--- src/rtl/core/stb_pkg.sv ---
// ----------------------------------------------------------------------------
// stb_pkg
// Shared types and command codes for the software timer bank.
// ----------------------------------------------------------------------------
package stb_pkg;

  localparam int unsigned FuncW   = 3;
  localparam int unsigned IndexW  = 3;
  localparam int unsigned PeriodW = 16;

  // Command codes carried in the func field; codes above CHECK are no-ops.
  typedef enum logic [FuncW-1:0] {
    FUNC_TICK       = 3'd0,
    FUNC_START_ONE  = 3'd1,
    FUNC_START_AUTO = 3'd2,
    FUNC_STOP       = 3'd3,
    FUNC_CHECK      = 3'd4
  } stb_func_e;

  typedef struct packed {
    logic [FuncW-1:0]   func;
    logic [IndexW-1:0]  timer_index;
    logic [PeriodW-1:0] period;
  } stb_in_t;

  typedef struct packed {
    logic expired;
    logic index_error;
  } stb_out_t;

  // Decoded command from controller to datapath, one-hot or all zero.
  // nop marks a transfer with an unused func code.
  typedef struct packed {
    logic tick;
    logic start_one;
    logic start_auto;
    logic stop;
    logic check;
    logic nop;
  } stb_cmd_t;

endpackage

--- src/rtl/core/stb_ctrl.sv ---
// ----------------------------------------------------------------------------
// stb_ctrl
// Handshake controller: output slot state, transfer acceptance, func decode.
// ----------------------------------------------------------------------------
module stb_ctrl (
  input  logic                      clk_i,
  input  logic                      rst_ni,
  input  logic                      in_valid_i,
  output logic                      in_ready_o,
  input  logic [stb_pkg::FuncW-1:0] func_i,
  output logic                      out_valid_o,
  input  logic                      out_ready_i,
  output stb_pkg::stb_cmd_t         cmd_o
);
  import stb_pkg::*;

  typedef enum logic {
    ST_EMPTY,
    ST_FULL
  } state_e;

  state_e state_q, state_d;
  logic   accept;

  // Output slot frees up in the same cycle it drains.
  assign in_ready_o  = (state_q == ST_EMPTY) || out_ready_i;
  assign accept      = in_valid_i && in_ready_o;
  assign out_valid_o = (state_q == ST_FULL);

  always_comb begin
    cmd_o = '0;
    if (accept) begin
      case (func_i)
        FUNC_TICK:       cmd_o.tick       = 1'b1;
        FUNC_START_ONE:  cmd_o.start_one  = 1'b1;
        FUNC_START_AUTO: cmd_o.start_auto = 1'b1;
        FUNC_STOP:       cmd_o.stop       = 1'b1;
        FUNC_CHECK:      cmd_o.check      = 1'b1;
        default:         cmd_o.nop        = 1'b1;
      endcase
    end
  end

  always_comb begin
    state_d = state_q;
    if (accept) begin
      state_d = ST_FULL;
    end else if (out_ready_i) begin
      state_d = ST_EMPTY;
    end
  end

  always_ff @(posedge clk_i or negedge rst_ni) begin
    if (!rst_ni) begin
      state_q <= ST_EMPTY;
    end else begin
      state_q <= state_d;
    end
  end

endmodule

--- src/rtl/core/stb_datapath.sv ---
// ----------------------------------------------------------------------------
// stb_datapath
// Timer state, parallel tick decrement, command execution, result register.
// ----------------------------------------------------------------------------
module stb_datapath #(
  parameter int unsigned NUM_TIMERS  = 4,
  parameter int unsigned COUNT_WIDTH = 16
) (
  input  logic                        clk_i,
  input  logic                        rst_ni,
  input  stb_pkg::stb_cmd_t           cmd_i,
  input  logic [stb_pkg::IndexW-1:0]  timer_index_i,
  input  logic [stb_pkg::PeriodW-1:0] period_i,
  output stb_pkg::stb_out_t           result_o
);
  import stb_pkg::*;

  logic [COUNT_WIDTH-1:0] remaining_q [NUM_TIMERS];
  logic [COUNT_WIDTH-1:0] remaining_d [NUM_TIMERS];
  logic [COUNT_WIDTH-1:0] reload_q    [NUM_TIMERS];
  logic [COUNT_WIDTH-1:0] reload_d    [NUM_TIMERS];
  logic [NUM_TIMERS-1:0]  auto_q, auto_d;
  logic [NUM_TIMERS-1:0]  flag_q, flag_d;
  logic [NUM_TIMERS-1:0]  sel;

  logic [COUNT_WIDTH-1:0] per;
  logic                   idx_ok;
  logic                   addressed;
  stb_out_t               result_q, result_d;

  assign per       = COUNT_WIDTH'(period_i);
  assign idx_ok    = {1'b0, timer_index_i} < (IndexW + 1)'(NUM_TIMERS);
  assign addressed = cmd_i.start_one || cmd_i.start_auto || cmd_i.stop || cmd_i.check;

  always_comb begin
    logic [COUNT_WIDTH-1:0] dec;
    for (int unsigned t = 0; t < NUM_TIMERS; t++) begin
      sel[t]         = idx_ok && (timer_index_i == IndexW'(t));
      remaining_d[t] = remaining_q[t];
      reload_d[t]    = reload_q[t];
      auto_d[t]      = auto_q[t];
      flag_d[t]      = flag_q[t];
      dec            = remaining_q[t] - COUNT_WIDTH'(1);
      if (cmd_i.tick && (remaining_q[t] != '0)) begin
        remaining_d[t] = dec;
        if (dec == '0) begin
          flag_d[t] = 1'b1;
          if (auto_q[t]) begin
            remaining_d[t] = reload_q[t];
          end
        end
      end else if (sel[t]) begin
        if (cmd_i.start_one) begin
          remaining_d[t] = per;
          reload_d[t]    = '0;
          auto_d[t]      = 1'b0;
          flag_d[t]      = 1'b0;
        end else if (cmd_i.start_auto) begin
          remaining_d[t] = per;
          reload_d[t]    = per;
          auto_d[t]      = 1'b1;
          flag_d[t]      = 1'b0;
        end else if (cmd_i.stop) begin
          remaining_d[t] = '0;
          reload_d[t]    = '0;
          auto_d[t]      = 1'b0;
          flag_d[t]      = 1'b0;
        end else if (cmd_i.check) begin
          flag_d[t] = 1'b0;
        end
      end
    end
  end

  // Result loads on every transfer; any command strobe marks one.
  always_comb begin
    result_d             = result_q;
    result_d.expired     = cmd_i.check && |(flag_q & sel);
    result_d.index_error = addressed && !idx_ok;
  end

  always_ff @(posedge clk_i or negedge rst_ni) begin
    if (!rst_ni) begin
      for (int unsigned t = 0; t < NUM_TIMERS; t++) begin
        remaining_q[t] <= '0;
        reload_q[t]    <= '0;
      end
      auto_q <= '0;
      flag_q <= '0;
    end else begin
      for (int unsigned t = 0; t < NUM_TIMERS; t++) begin
        remaining_q[t] <= remaining_d[t];
        reload_q[t]    <= reload_d[t];
      end
      auto_q <= auto_d;
      flag_q <= flag_d;
    end
  end

  logic load_result;
  assign load_result = cmd_i.tick || cmd_i.nop || addressed;

  always_ff @(posedge clk_i) begin
    if (load_result) begin
      result_q <= result_d;
    end
  end

  assign result_o = result_q;

endmodule

--- src/rtl/core/software_timer_bank_top.sv ---
// ----------------------------------------------------------------------------
// software_timer_bank_top
// Bank of down-counting one-shot / auto-reload timers driven by commands.
// ----------------------------------------------------------------------------
// Usage:
//   Input channel (in_valid_i/in_ready_o/in_data_i) carries one command per
//   transfer: tick, start one-shot, start auto-reload, stop, check-and-clear.
//   Output channel (out_valid_o/out_ready_i/out_data_o) returns exactly one
//   result per command: expired (check only) and index_error.
//   Latency: the result is valid the cycle after the command transfer.
//   Throughput: one command per cycle while out_ready_i is high. All timers
//   decrement in parallel on a tick, and the single output register drains
//   and refills in the same cycle, so its handshake loop sets the rate.
//   Stall: while out_ready_i is low and a result is pending, in_ready_o drops
//   and no command is taken; timer state is untouched until it resumes.
//   Reset: all counts, reload values, modes and flags clear; no result is
//   pending. Unused func codes change nothing and report zeros.
// ----------------------------------------------------------------------------
module software_timer_bank_top #(
  parameter int unsigned NUM_TIMERS  = 4,
  parameter int unsigned COUNT_WIDTH = 16
) (
  input  logic              clk_i,
  input  logic              rst_ni,
  input  logic              in_valid_i,
  output logic              in_ready_o,
  input  stb_pkg::stb_in_t  in_data_i,
  output logic              out_valid_o,
  input  logic              out_ready_i,
  output stb_pkg::stb_out_t out_data_o
);
  import stb_pkg::*;

  stb_cmd_t cmd;

  // Controller: output slot occupancy and command decode per transfer.
  stb_ctrl u_ctrl (
    .clk_i       (clk_i),
    .rst_ni      (rst_ni),
    .in_valid_i  (in_valid_i),
    .in_ready_o  (in_ready_o),
    .func_i      (in_data_i.func),
    .out_valid_o (out_valid_o),
    .out_ready_i (out_ready_i),
    .cmd_o       (cmd)
  );

  // Datapath: per-timer registers and the result register.
  stb_datapath #(
    .NUM_TIMERS  (NUM_TIMERS),
    .COUNT_WIDTH (COUNT_WIDTH)
  ) u_datapath (
    .clk_i         (clk_i),
    .rst_ni        (rst_ni),
    .cmd_i         (cmd),
    .timer_index_i (in_data_i.timer_index),
    .period_i      (in_data_i.period),
    .result_o      (out_data_o)
  );

endmodule
--- config.mk ---
export PLATFORM = sky130hd
export DESIGN_NAME = software_timer_bank_top
export DESIGN_NICKNAME = d
export VERILOG_FILES = /design/src/rtl/core/stb_pkg.sv /design/src/rtl/core/stb_ctrl.sv /design/src/rtl/core/stb_datapath.sv /design/src/rtl/core/software_timer_bank_top.sv
export SDC_FILE = /design/constraint.sdc
export NUM_CORES = 1
export LEC_CHECK = 0
export ABC_AREA = 0
export BUFFER_PORTS_ARGS = -buffer_cell sky130_fd_sc_hd__buf_2
export CAP_MARGIN = 20
export CORE_ASPECT_RATIO = 1.4
export CORE_UTILIZATION = 45
export DETAILED_ROUTE_END_ITERATION = 16
export PLACE_DENSITY_LB_ADDON = 0.08
export REMOVE_ABC_BUFFERS = 1
export SLEW_MARGIN = 30
export SYNTH_ARGS = -nofsm -noshare
export SYNTH_HDL_FRONTEND = slang
export SYNTH_SLANG_ARGS = --single-unit
--- constraint.sdc ---
create_clock -name clk_i -period 7.9 [get_ports clk_i]
set_input_delay 1.58 -clock clk_i [delete_from_list [all_inputs] [get_ports clk_i]]
set_output_delay 1.58 -clock clk_i [all_outputs]
set_load 0.02 [all_outputs]
# After elaboration in Yosys (flattened, before gate mapping)
# Cells that the tools add are included.
# word_totals
ff_bits	139
in_bits	26
out_inout_bits	4
word_cells	145
# op_classes
add_sub_neg	4
order_cmp	1
n_eq_ne	11
mux	48
bitwise_logic	6
n_reduce_logical	56
# ops
operator	count
two-way mux 16 bit	20
logical NOT 16 bit	4
nonzero test 16 bit	4
subtractor 16 x 1 -> 16 bit, second input constant	4
two-way mux 1 bit	27
AND reduction 3 bit	8
nonzero test 5 bit	4
nonzero test 4 bit	4
equality test 3 x 2 -> 1 bit, second input constant	4
logical AND 1 bit	11
nonzero test 2 bit	5
inequality test 2 bit, second input constant	4
AND reduction 2 bit	4
equality test 3 x 1 -> 1 bit, second input constant	2
logical NOT 3 bit	2
logical OR 1 bit	6
two-way mux 6 bit	1
inverter 1 bit	5
OR reduction 5 bit	1
AND 4 bit	1
OR reduction 4 bit	1
equality test 3 bit, second input constant	1
less-than comparator 3 bit, second input constant	1
nonzero test 3 bit	1
logical NOT 1 bit	1

# Longest topological paths before layout
# Gate-level depths: netlist of the first run.
# logic_depth
depth_word	10
ltp_mapped	10
mapped_depth_nobuf	9

# Cells and area by module
# Synthesis of the first run repeated with hierarchy kept, for this count alone.
# unflattened
cells_unflattened	1024
area_unflattened_um2	8476.9
# by_module_without_submodules
mod	instances	cells_per_inst	area_per_inst_um2	seq_area_each_um2
stb_datapath	1	1009	8344.3	3463.3
stb_ctrl	1	15	132.6	25.0

# Least setup slack after synthesis of the first run
# OpenSTA, ideal clock, no wires.
# synth_path
kind	input-to-reg
from	input port in_data_i[21] (netlist bit)
to	register u_datapath.remaining_q[52] (netlist bit)
setup_ns	0.123
t_arrival_ns	3.396
t_required_ns	7.777
setup_slack_ns	4.381
stages	8
path_buffers	3
path_cell_list	clkbuf_1 nor4b_1 buf_2 o31a_1 clkbuf_1 a31oi_1 o22ai_1 nand2_1
# synth_via
elab_chain_cells	7
word_cells_on_any_way	17
cone_classes	eq/ne: 3; mux: 9; reduce/logical: 5
# synth_lines
item	line_no	rtl
from (decl)	software_timer_bank_top.sv:27	input stb_pkg::stb_in_t in_data_i,
equality test 3 x 2 -> 1 bit	stb_ctrl.sv:33	case (func_i)
two-way mux 1 bit	stb_ctrl.sv:33	
two-way mux 6 bit *	stb_ctrl.sv:32	if (accept) begin
two-way mux 16 bit	stb_datapath.sv:58	end else if (cmd_i.start_auto) begin
two-way mux 16 bit	stb_datapath.sv:53	if (cmd_i.start_one) begin
two-way mux 16 bit	stb_datapath.sv:52	end else if (sel[t]) begin
two-way mux 16 bit	stb_datapath.sv:44	if (cmd_i.tick && (remaining_q[t] != '0)) begin
to (signal, indexed assignment)	stb_datapath.sv:92	remaining_q[t] <= remaining_d[t];
to (decl)	stb_datapath.sv:18	logic [COUNT_WIDTH-1:0] remaining_q [NUM_TIMERS];
# Every way passes the cells marked *; elsewhere a longest branch is shown, timed or not. The select of a mux whose other input is x is not followed.
# A chain may end at the register's enable or synchronous reset.

# Worst setup path in the final report of the first run
# layout_path
from	input port out_ready_i
to	output port in_ready_o
# layout_via
elab_chain_cells	1
# layout_lines
item	line_no	rtl
from (decl)	software_timer_bank_top.sv:29	input logic out_ready_i,
logical OR 1 bit	stb_ctrl.sv:26	assign in_ready_o = (state_q == ST_EMPTY) || out_ready_i;
to (decl)	software_timer_bank_top.sv:26	output logic in_ready_o,
# No other way between the ends.

==> impl_metrics.yaml, run 1 <==
outcome:
  status: "finished clean"
finish:
  post_route_cells_drive_above_1_share_pct: 11.1
  nFillCells: 1791
  diodes: 0
  multi_input_comb_area_um2: 4460
  flow.area_growth_from_synthesis_pct: 11.3
  layoutNonFillerInstCount: 1212
  final_net_count: 994
  layout.area.seq_um2: 3490
drt:
  ant_nets: 0
  routed_wl_um: 26100
  drtIter0Drc: 623
  wl_per_cell_um: 21.5
  drt-vias-per-instance: 6.08
  routed-via-count: 7364
  first_pass_iters: 5
  drc: 0
placement:
  buffer_ports.inserted: 29
  placed_cells: 1180
  hpwlAfterDp_um: 18100
  globalplace.congestion: 0.860
synth:
  syn_area_um2: 8240
  post-synth-top-area-fraction_pct: 41.6
  ys_warn_count: 0
  netlist.top_cell.by_area: "sky130_fd_sc_hd__dfrtp_1"
  syn_avg_cell_area_um2: 8.65
  yosys_register_bits: 139
  ys_dominant_reg_cell: "sky130_fd_sc_hd__dfrtp_1"
  ys_async_sr_fraction_pct: 98.6
  postSynthCellCount: 953
  synth_edf_count: 2
  synth.distinct_cells: 86
  ys_top_cells_by_area: "sky130_fd_sc_hd__dfrtp_1 (42%), sky130_fd_sc_hd__nand2_1 (7.4%), sky130_fd_sc_hd__o21ai_0 (6.1%)"
  ys_seq_area_share_pct: 42.3
critical_path:
  critPathArrivalTime_ns: 2.19
  worst_path_largest_cell_delay_ns: 0.22
  cp_data_required_time_ns: 6.32
  cp-start-kind: "input pin"
  critical-path-top-delay-family: "buffers and inverters"
  setup.worst_path.end_class: "primary output"
  worstSetupPathType: "in -> out"
  timing.critical_path.cells: "buf_2, nor2b_1, inv_1, buf_2"
  worst_path_max_delay_cell: "sky130_fd_sc_hd__nor2b_1"
  critPathBufInv: 3
  timing.critical_path.fanout_max: 4
  cp_common_cell: "sky130_fd_sc_hd__buf_2"
clock_tree:
  post_cts_resize_count: 0
  clkTransAtPathRegs_ns: 0.06
  clockRootBuffer: "sky130_fd_sc_hd__clkbuf_16"
  cts-hold-fix-buffers: 0
  cts_post_setup_buffers_inserted: 0
  cts_buffers: 17
  clock_sinks: 139
  tritoncts: "yes"
  worst_skew_pair.late_latency_ns: 0.43
  clockBufferDepth: 2
  clock_tree.htree_level_count: 4
sta:
  skew_ns: 0.0120
  timing.final.crit_period_ns: 3.77
  slew_viol_final: 0
  achievable-frequency_mhz: 265
  worst_slew_pin_slew_ns: 0.956
  setup-violations-final: 0
  fin_crit_sh_pct: 47.7
  final_hold_viol_count: 0
  setup_total_negative_slack_ns: 0
  relSlewSlack_pct: 35.7
  grt_setup_unrepaired: "false"
pwr:
  total_switching_power_mw: 0.946
  p_leak_nw: 3.70
  internal-power_mw: 1.62
  max-vdd-ir-drop_v: 0.000153
  power.combinational.fraction_pct: 27.9
  power.switching_fraction_pct: 36.8
  p_seq_share_pct: 40.2
  power_frac_clock_pct: 31.8
  power.density_nw_per_um2: 280
floorplan:
  die_h_um: 162
  placement_rows: 58
  number_of_ports_placed_on_the_die_boundary: 30
  full_die_area_um2: 18900
  coreArea_um2: 17900
  initial_utilization_pct: 46.0
  floorplan.die.width_um: 116
global_route:
  initial_antenna_violation_count: 0
  grt_first_pass_wirelength_um: 40400
  grt_start_max_net_pins: 77
  gr-total-overflow: 0
  first_global_vias: 6936
  grt_util_all_layers_pct: 29.4
worst_hold_path:
  hold_path.class: "reg -> reg"
run:
  maxCapViolations: 0
==> metal layers <==
layer | wire (um) | track usage (%) | share of wire, %
met3 | 1420 | 5.07 | 5.5
met2 | 12100 | 45.4 | 46
met1 | 11300 | 39.1 | 43
met4 | 1260 | 15.1 | 4.8
met5 | 0 | 0 | 0
==> cell usage after synthesis (all sizes together), types with 8 or more instances <==
cell type,count
a2111oi,8
a211oi,18
a21o,10
a21oi,31
a31oi,30
and2,14
buf,17
clkbuf,38
dfrtp,137
ha,8
inv,21
nand2,163
nand3,27
nand3b,8
nand4,11
nor2,63
nor3,37
nor4,15
nor4b,9
o21a,10
o21ai,105
o22ai,27
o31ai,8
or3,13
xnor2,14
xor2,17
==> cells by family after synthesis <==
| logic type | Yosys count | share of synthesized area (%) |
|---|---|---|
| flops | 139 | 42.3 |
| xor+xnor | 31 | 3.29 |
| simple gates | 401 | 25.2 |
| mux | 8 | 1.12 |
| buf+inv | 76 | 3.96 |
| compound gates | 290 | 22.9 |
| fa+ha+maj | 8 | 1.21 |
==> power groups by stage <==
stage	Sequential, mW	Combinational, mW	Clock (mW)
2_1_floorplan	0.985	0.559	0
3_3_place_gp	1.04	0.707	0
3_5_place_dp	1.04	0.713	0
4_1_cts	1.03	0.717	0.830
5_1_grt	1.05	0.809	0.856
6_report	1.03	0.717	0.817
==> stage by stage <==
| step | area (um^2) | worst slack (ns) | util, % | power, mW | hold slack (ns) |
|---|---|---|---|---|---|
| floorplan | 7990 | 3.47 | - | 1.54 | 0.442 |
| global placement | 8570 | 3.90 | 47.8 | 1.74 | 0.462 |
| detailed placement | 8580 | 3.84 | 47.8 | 1.75 | 0.469 |
| CTS | 9170 | 4.13 | 51.1 | 2.57 | 0.484 |
| global route | 9180 | 4.05 | 51.2 | 2.72 | 0.495 |
| finish | 9180 | 4.13 | 51.2 | 2.57 | 0.479 |
==> sequential cells by signal (all words and copies together) (netlist names) <==
register	cells
u_datapath.flag_q	4
u_datapath.result_o	2
u_ctrl.out_valid_o	1
u_datapath.remaining_q	64
u_datapath.reload_q	64
u_datapath.auto_q	4
==> area by class of cell <==
type / count / share of cell area [%]
well taps: 240 / 3.27
multi-input cells: 738 / 48.6
flip-flops and latches: 139 / 38.0
clock inverters: 12 / 1.50
repair buffers: 43 / 2.84
clock buffers: 19 / 4.95
inverters: 21 / 0.859
==> cell usage in the layout (no fill, tap or decap), drive strengths merged, types with 18 or more instances in the layout <==
cell | Yosys | final
dfrtp | 137 | 137
clkbuf | 38 | 19
a211oi | 18 | 18
nor3 | 37 | 37
nand3 | 27 | 27
o22ai | 27 | 27
nand2 | 163 | 163
a31oi | 30 | 30
inv | 21 | 24
buf | 17 | 43
nor2 | 63 | 63
a21oi | 31 | 31
o21ai | 105 | 105
==> worst paths after layout <==
check	start	to	slack [ns]	cells after the start
worst max register to register	u_datapath.remaining_q[32]	u_datapath.remaining_q[34]	4.56	9
max in group asynchronous	rst_ni	u_datapath.remaining_q[40]	5.66	2
worst max-delay path	out_ready_i	in_ready_o	4.13	4
worst min register to register	u_datapath.reload_q[38]	u_datapath.remaining_q[38]	0.48	1
min in group asynchronous	rst_ni	u_datapath.remaining_q[41]	1.13	1
worst min-delay path	u_datapath.reload_q[38]	u_datapath.remaining_q[38]	0.48	1
(Power assumes the default switching activity.)
==> run 2, diff against run 1 <==
--- a/config.mk
+++ b/config.mk
@@ -5,7 +5,7 @@
 export SDC_FILE = /design/constraint.sdc
 export NUM_CORES = 1
 export LEC_CHECK = 0
-export ABC_AREA = 0
+export ABC_AREA = 1
 export BUFFER_PORTS_ARGS = -buffer_cell sky130_fd_sc_hd__buf_2
 export CAP_MARGIN = 20
 export CORE_ASPECT_RATIO = 1.4
==> constraint.sdc (replaced) <==
create_clock -name clk_i -period 3.9 [get_ports clk_i]
set_input_delay 0.78 -clock clk_i [delete_from_list [all_inputs] [get_ports clk_i]]
set_output_delay 0.78 -clock clk_i [all_outputs]
set_load 0.02 [all_outputs]
==> run 2 against run 1 <==
  * Critical path depth is 7 higher
  * Cell area is 18% higher
  * Total power is 130% higher
  * Sequential share of layout area is 5.8 points lower
  * Register-to-register slack worse by 3.5 ns
  * Clock-buffer cell count is 2 higher
  * Combinational power grew to 2.5 times the previous value
  * Flip-flop and latch count stayed put
  * Final cell count is 50% higher
  * Clock power is 130% higher
  * Non-clock buffer count is 12 higher
  * Via count is 31% higher
  * Critical path type is now in -> reg
  * Largest cell class unchanged
  * Largest power group unchanged
  * Highest routed layer unchanged
==> impl_metrics.yaml, run 2 <==
outcome:
  status: "finished clean"
pwr:
  power.switching_fraction_pct: 38.8
  power.density_nw_per_um2: 537
  max-vdd-ir-drop_v: 0.000335
  power.combinational.fraction_pct: 31.2
  p_leak_nw: 5.38
  p_seq_share_pct: 36.5
  internal-power_mw: 3.56
  totalPowerFinal_mw: 5.82
  total_switching_power_mw: 2.26
  power_frac_clock_pct: 32.3
synth:
  post-synth-top-area-fraction_pct: 35.2
  yosys_register_bits: 139
  postSynthCellCount: 1511
  netlist.top_cell.by_area: "sky130_fd_sc_hd__dfrtp_1"
  synth.most_common_cell: "sky130_fd_sc_hd__nand2_1"
  ys_async_sr_fraction_pct: 98.6
  syn_avg_cell_area_um2: 6.44
  ys_warn_count: 0
  ys_dominant_reg_cell: "sky130_fd_sc_hd__dfrtp_1"
  ys_top_cells_by_area: "sky130_fd_sc_hd__dfrtp_1 (35%), sky130_fd_sc_hd__nand2_1 (19%), sky130_fd_sc_hd__nor2_1 (9.9%)"
  ys_seq_area_share_pct: 35.8
  synth_edf_count: 2
  synth.distinct_cells: 38
  post_synth_most_frequent_cells: "sky130_fd_sc_hd__nand2_1 (485), sky130_fd_sc_hd__nor2_1 (257), sky130_fd_sc_hd__inv_1 (167)"
  syn_area_um2: 9730
sta:
  setup_total_negative_slack_ns: 0
  achievable-frequency_mhz: 346
  final_hold_viol_count: 0
  setup-violations-final: 0
  skew_ns: 0.00711
  worst_slew_pin_slew_ns: 0.904
  grt_setup_unrepaired: "false"
  relSlewSlack_pct: 39.7
  fin_crit_sh_pct: 74.0
  slew_viol_final: 0
  timing.final.crit_period_ns: 2.89
  final_critical_path_setup_slack_ns: 1.01
global_route:
  initial_antenna_violation_count: 0
  gr-total-overflow: 0
  grt_first_pass_wirelength_um: 50600
  first_global_vias: 9120
  grt_util_all_layers_pct: 30.3
  grt_start_max_net_pins: 81
floorplan:
  initial_utilization_pct: 45.9
  number_of_ports_placed_on_the_die_boundary: 30
  placement_rows: 63
  floorplan.die.width_um: 126
  die_h_um: 176
  full_die_area_um2: 22200
  coreArea_um2: 21200
finish:
  flow.area_growth_from_synthesis_pct: 11.4
  nFillCells: 2225
  post_route_cells_drive_above_1_share_pct: 12.4
  final_net_count: 1580
  layout.cells.most_common: "sky130_fd_sc_hd__nand2_1"
  biggestRegsByFlops: "u_datapath.reload_q x64, u_datapath.remaining_q x64"
  multi_input_comb_area_um2: 5310
  most-common-layout-cells: "sky130_fd_sc_hd__nand2_1 (485), sky130_fd_sc_hd__nor2_1 (257), sky130_fd_sc_hd__inv_1 (167)"
  layout.area.seq_um2: 3490
  diodes: 0
worst_hold_path:
  hold_path.class: "in -> async"
clock_tree:
  worst_skew_pair.late_latency_ns: 0.44
  cts-hold-fix-buffers: 0
  clock_tree.htree_level_count: 4
  tritoncts: "yes"
  clkTransAtPathRegs_ns: 0.06
  post_cts_resize_count: 0
  clockRootBuffer: "sky130_fd_sc_hd__clkbuf_16"
  clock_sinks: 139
  clockBufferDepth: 2
  cts_buffers: 17
  cts_post_setup_buffers_inserted: 0
critical_path:
  cp_common_cell: "sky130_fd_sc_hd__nor2_1"
  setup.worst_path.end_class: "flop"
  worst_path_max_delay_cell: "sky130_fd_sc_hd__nor2_1"
  timing.critical_path.cells: "buf_2, nor2_1, inv_1, nor2_1, o21a_1, buf_4, inv_2, nand2_4, inv_2, nor2_1, a21oi_1"
  critical-path-top-delay-family: "simple AND/OR/NAND/NOR gates"
  cp-start-kind: "input pin"
  critPathArrivalTime_ns: 3.19
  cp_data_required_time_ns: 4.21
  worst_path_largest_cell_delay_ns: 0.61
  worstSetupPathType: "in -> reg"
  critPathBufInv: 5
  timing.critical_path.fanout_max: 17
drt:
  drtIter0Drc: 753
  first_pass_iters: 5
  ant_nets: 0
  wl_per_cell_um: 17.6
  routed_wl_um: 32000
  drc: 0
  routed-via-count: 9683
  drt-vias-per-instance: 5.32
placement:
  buffer_ports.inserted: 29
  globalplace.congestion: 0.888
  hpwlAfterDp_um: 23200
  place_worst_setup_slack_ns: 0.673
run:
  maxCapViolations: 0
-- run 2: cell families (layout without fill, tap and decap cells) --
family / after synthesis / count (layout) / share of synthesized area, %
AOI/OAI and AO/OA: 189 / 189 / 10.3
xor gates and xnor gates: 11 / 11 / 0.990
adders and majority gates: 8 / 8 / 1.03
buffers and inverters: 223 / 271 / 9.64
DFF: 139 / 139 / 35.8
and+or+nand+nor: 941 / 941 / 42.2
-- run 2: path summary, 6_finish.rpt --
path                                            start  cells after the start                          to  slack [ns]
hold / removal                                 rst_ni                      1  u_datapath.remaining_q[12]        0.40
min in group clk_i            u_datapath.reload_q[48]                      2     u_datapath.reload_q[48]        0.47
max in group asynchronous                      rst_ni                      2     u_datapath.reload_q[16]        2.66
hold reg to reg               u_datapath.reload_q[48]                      2     u_datapath.reload_q[48]        0.47
setup / recovery                        in_data_i[19]                     11  u_datapath.remaining_q[58]        1.01
setup reg to reg           u_datapath.remaining_q[48]                     12  u_datapath.remaining_q[58]        1.05
-- run 2: metrics by stage --
stage / hold slack [ns] / instances / util (%) / cell area [um^2]
global placement: 0.455 / 1787 / 48.0 / 10200
global route: 0.460 / 1819 / 51.1 / 10800
CTS: 0.442 / 1819 / 51.1 / 10800
detailed placement: 0.460 / 1787 / 48.0 / 10200
finish: 0.400 / 1819 / 51.1 / 10800
floorplan: 0.442 / 1472 / - / 9490
-- run 2: worst register-to-register path: stages (launching register included) --
cell and delay (ns):
sky130_fd_sc_hd__dfrtp_1 0.48, sky130_fd_sc_hd__inv_1 0.23, sky130_fd_sc_hd__ha_1 0.25, sky130_fd_sc_hd__nand3_2 0.15, sky130_fd_sc_hd__nor2_4 0.18, sky130_fd_sc_hd__nand3_1 0.16, sky130_fd_sc_hd__o21a_1 0.20, sky130_fd_sc_hd__buf_4 0.19
sky130_fd_sc_hd__inv_2 0.10, sky130_fd_sc_hd__nand2_4 0.14, sky130_fd_sc_hd__inv_2 0.31, sky130_fd_sc_hd__nor2_1 0.17, sky130_fd_sc_hd__a21oi_1 0.19
-- run 2: layout make-up --
type | instances | share of cell area [%]
clock buffers | 21 | 4.16
clock inverters | 11 | 1.99
well taps | 260 | 3.00
flip-flops and latches | 139 | 32.2
inverters | 184 | 6.41
multi-input cells | 1149 | 49.0
repair buffers | 55 | 3.31
-- run 2: per-layer routing --
metal / track usage, % / wire length (um) / share of wire, %
met1: 38.8 / 13900 / 43
met2: 51.0 / 15500 / 48
met3: 3.79 / 1410 / 4.4
met4: 13.8 / 1230 / 3.8
met5: 0 / 0 / 0
-- run 2: power groups by stage --
stage / clock network (mW) / registers, mW / logic [mW]
2_1_floorplan: 0 / 2.01 / 1.38
3_3_place_gp: 0 / 2.14 / 1.78
3_5_place_dp: 0 / 2.14 / 1.80
4_1_cts: 1.90 / 2.12 / 1.81
5_1_grt: 1.96 / 2.16 / 2.08
6_report: 1.88 / 2.12 / 1.81
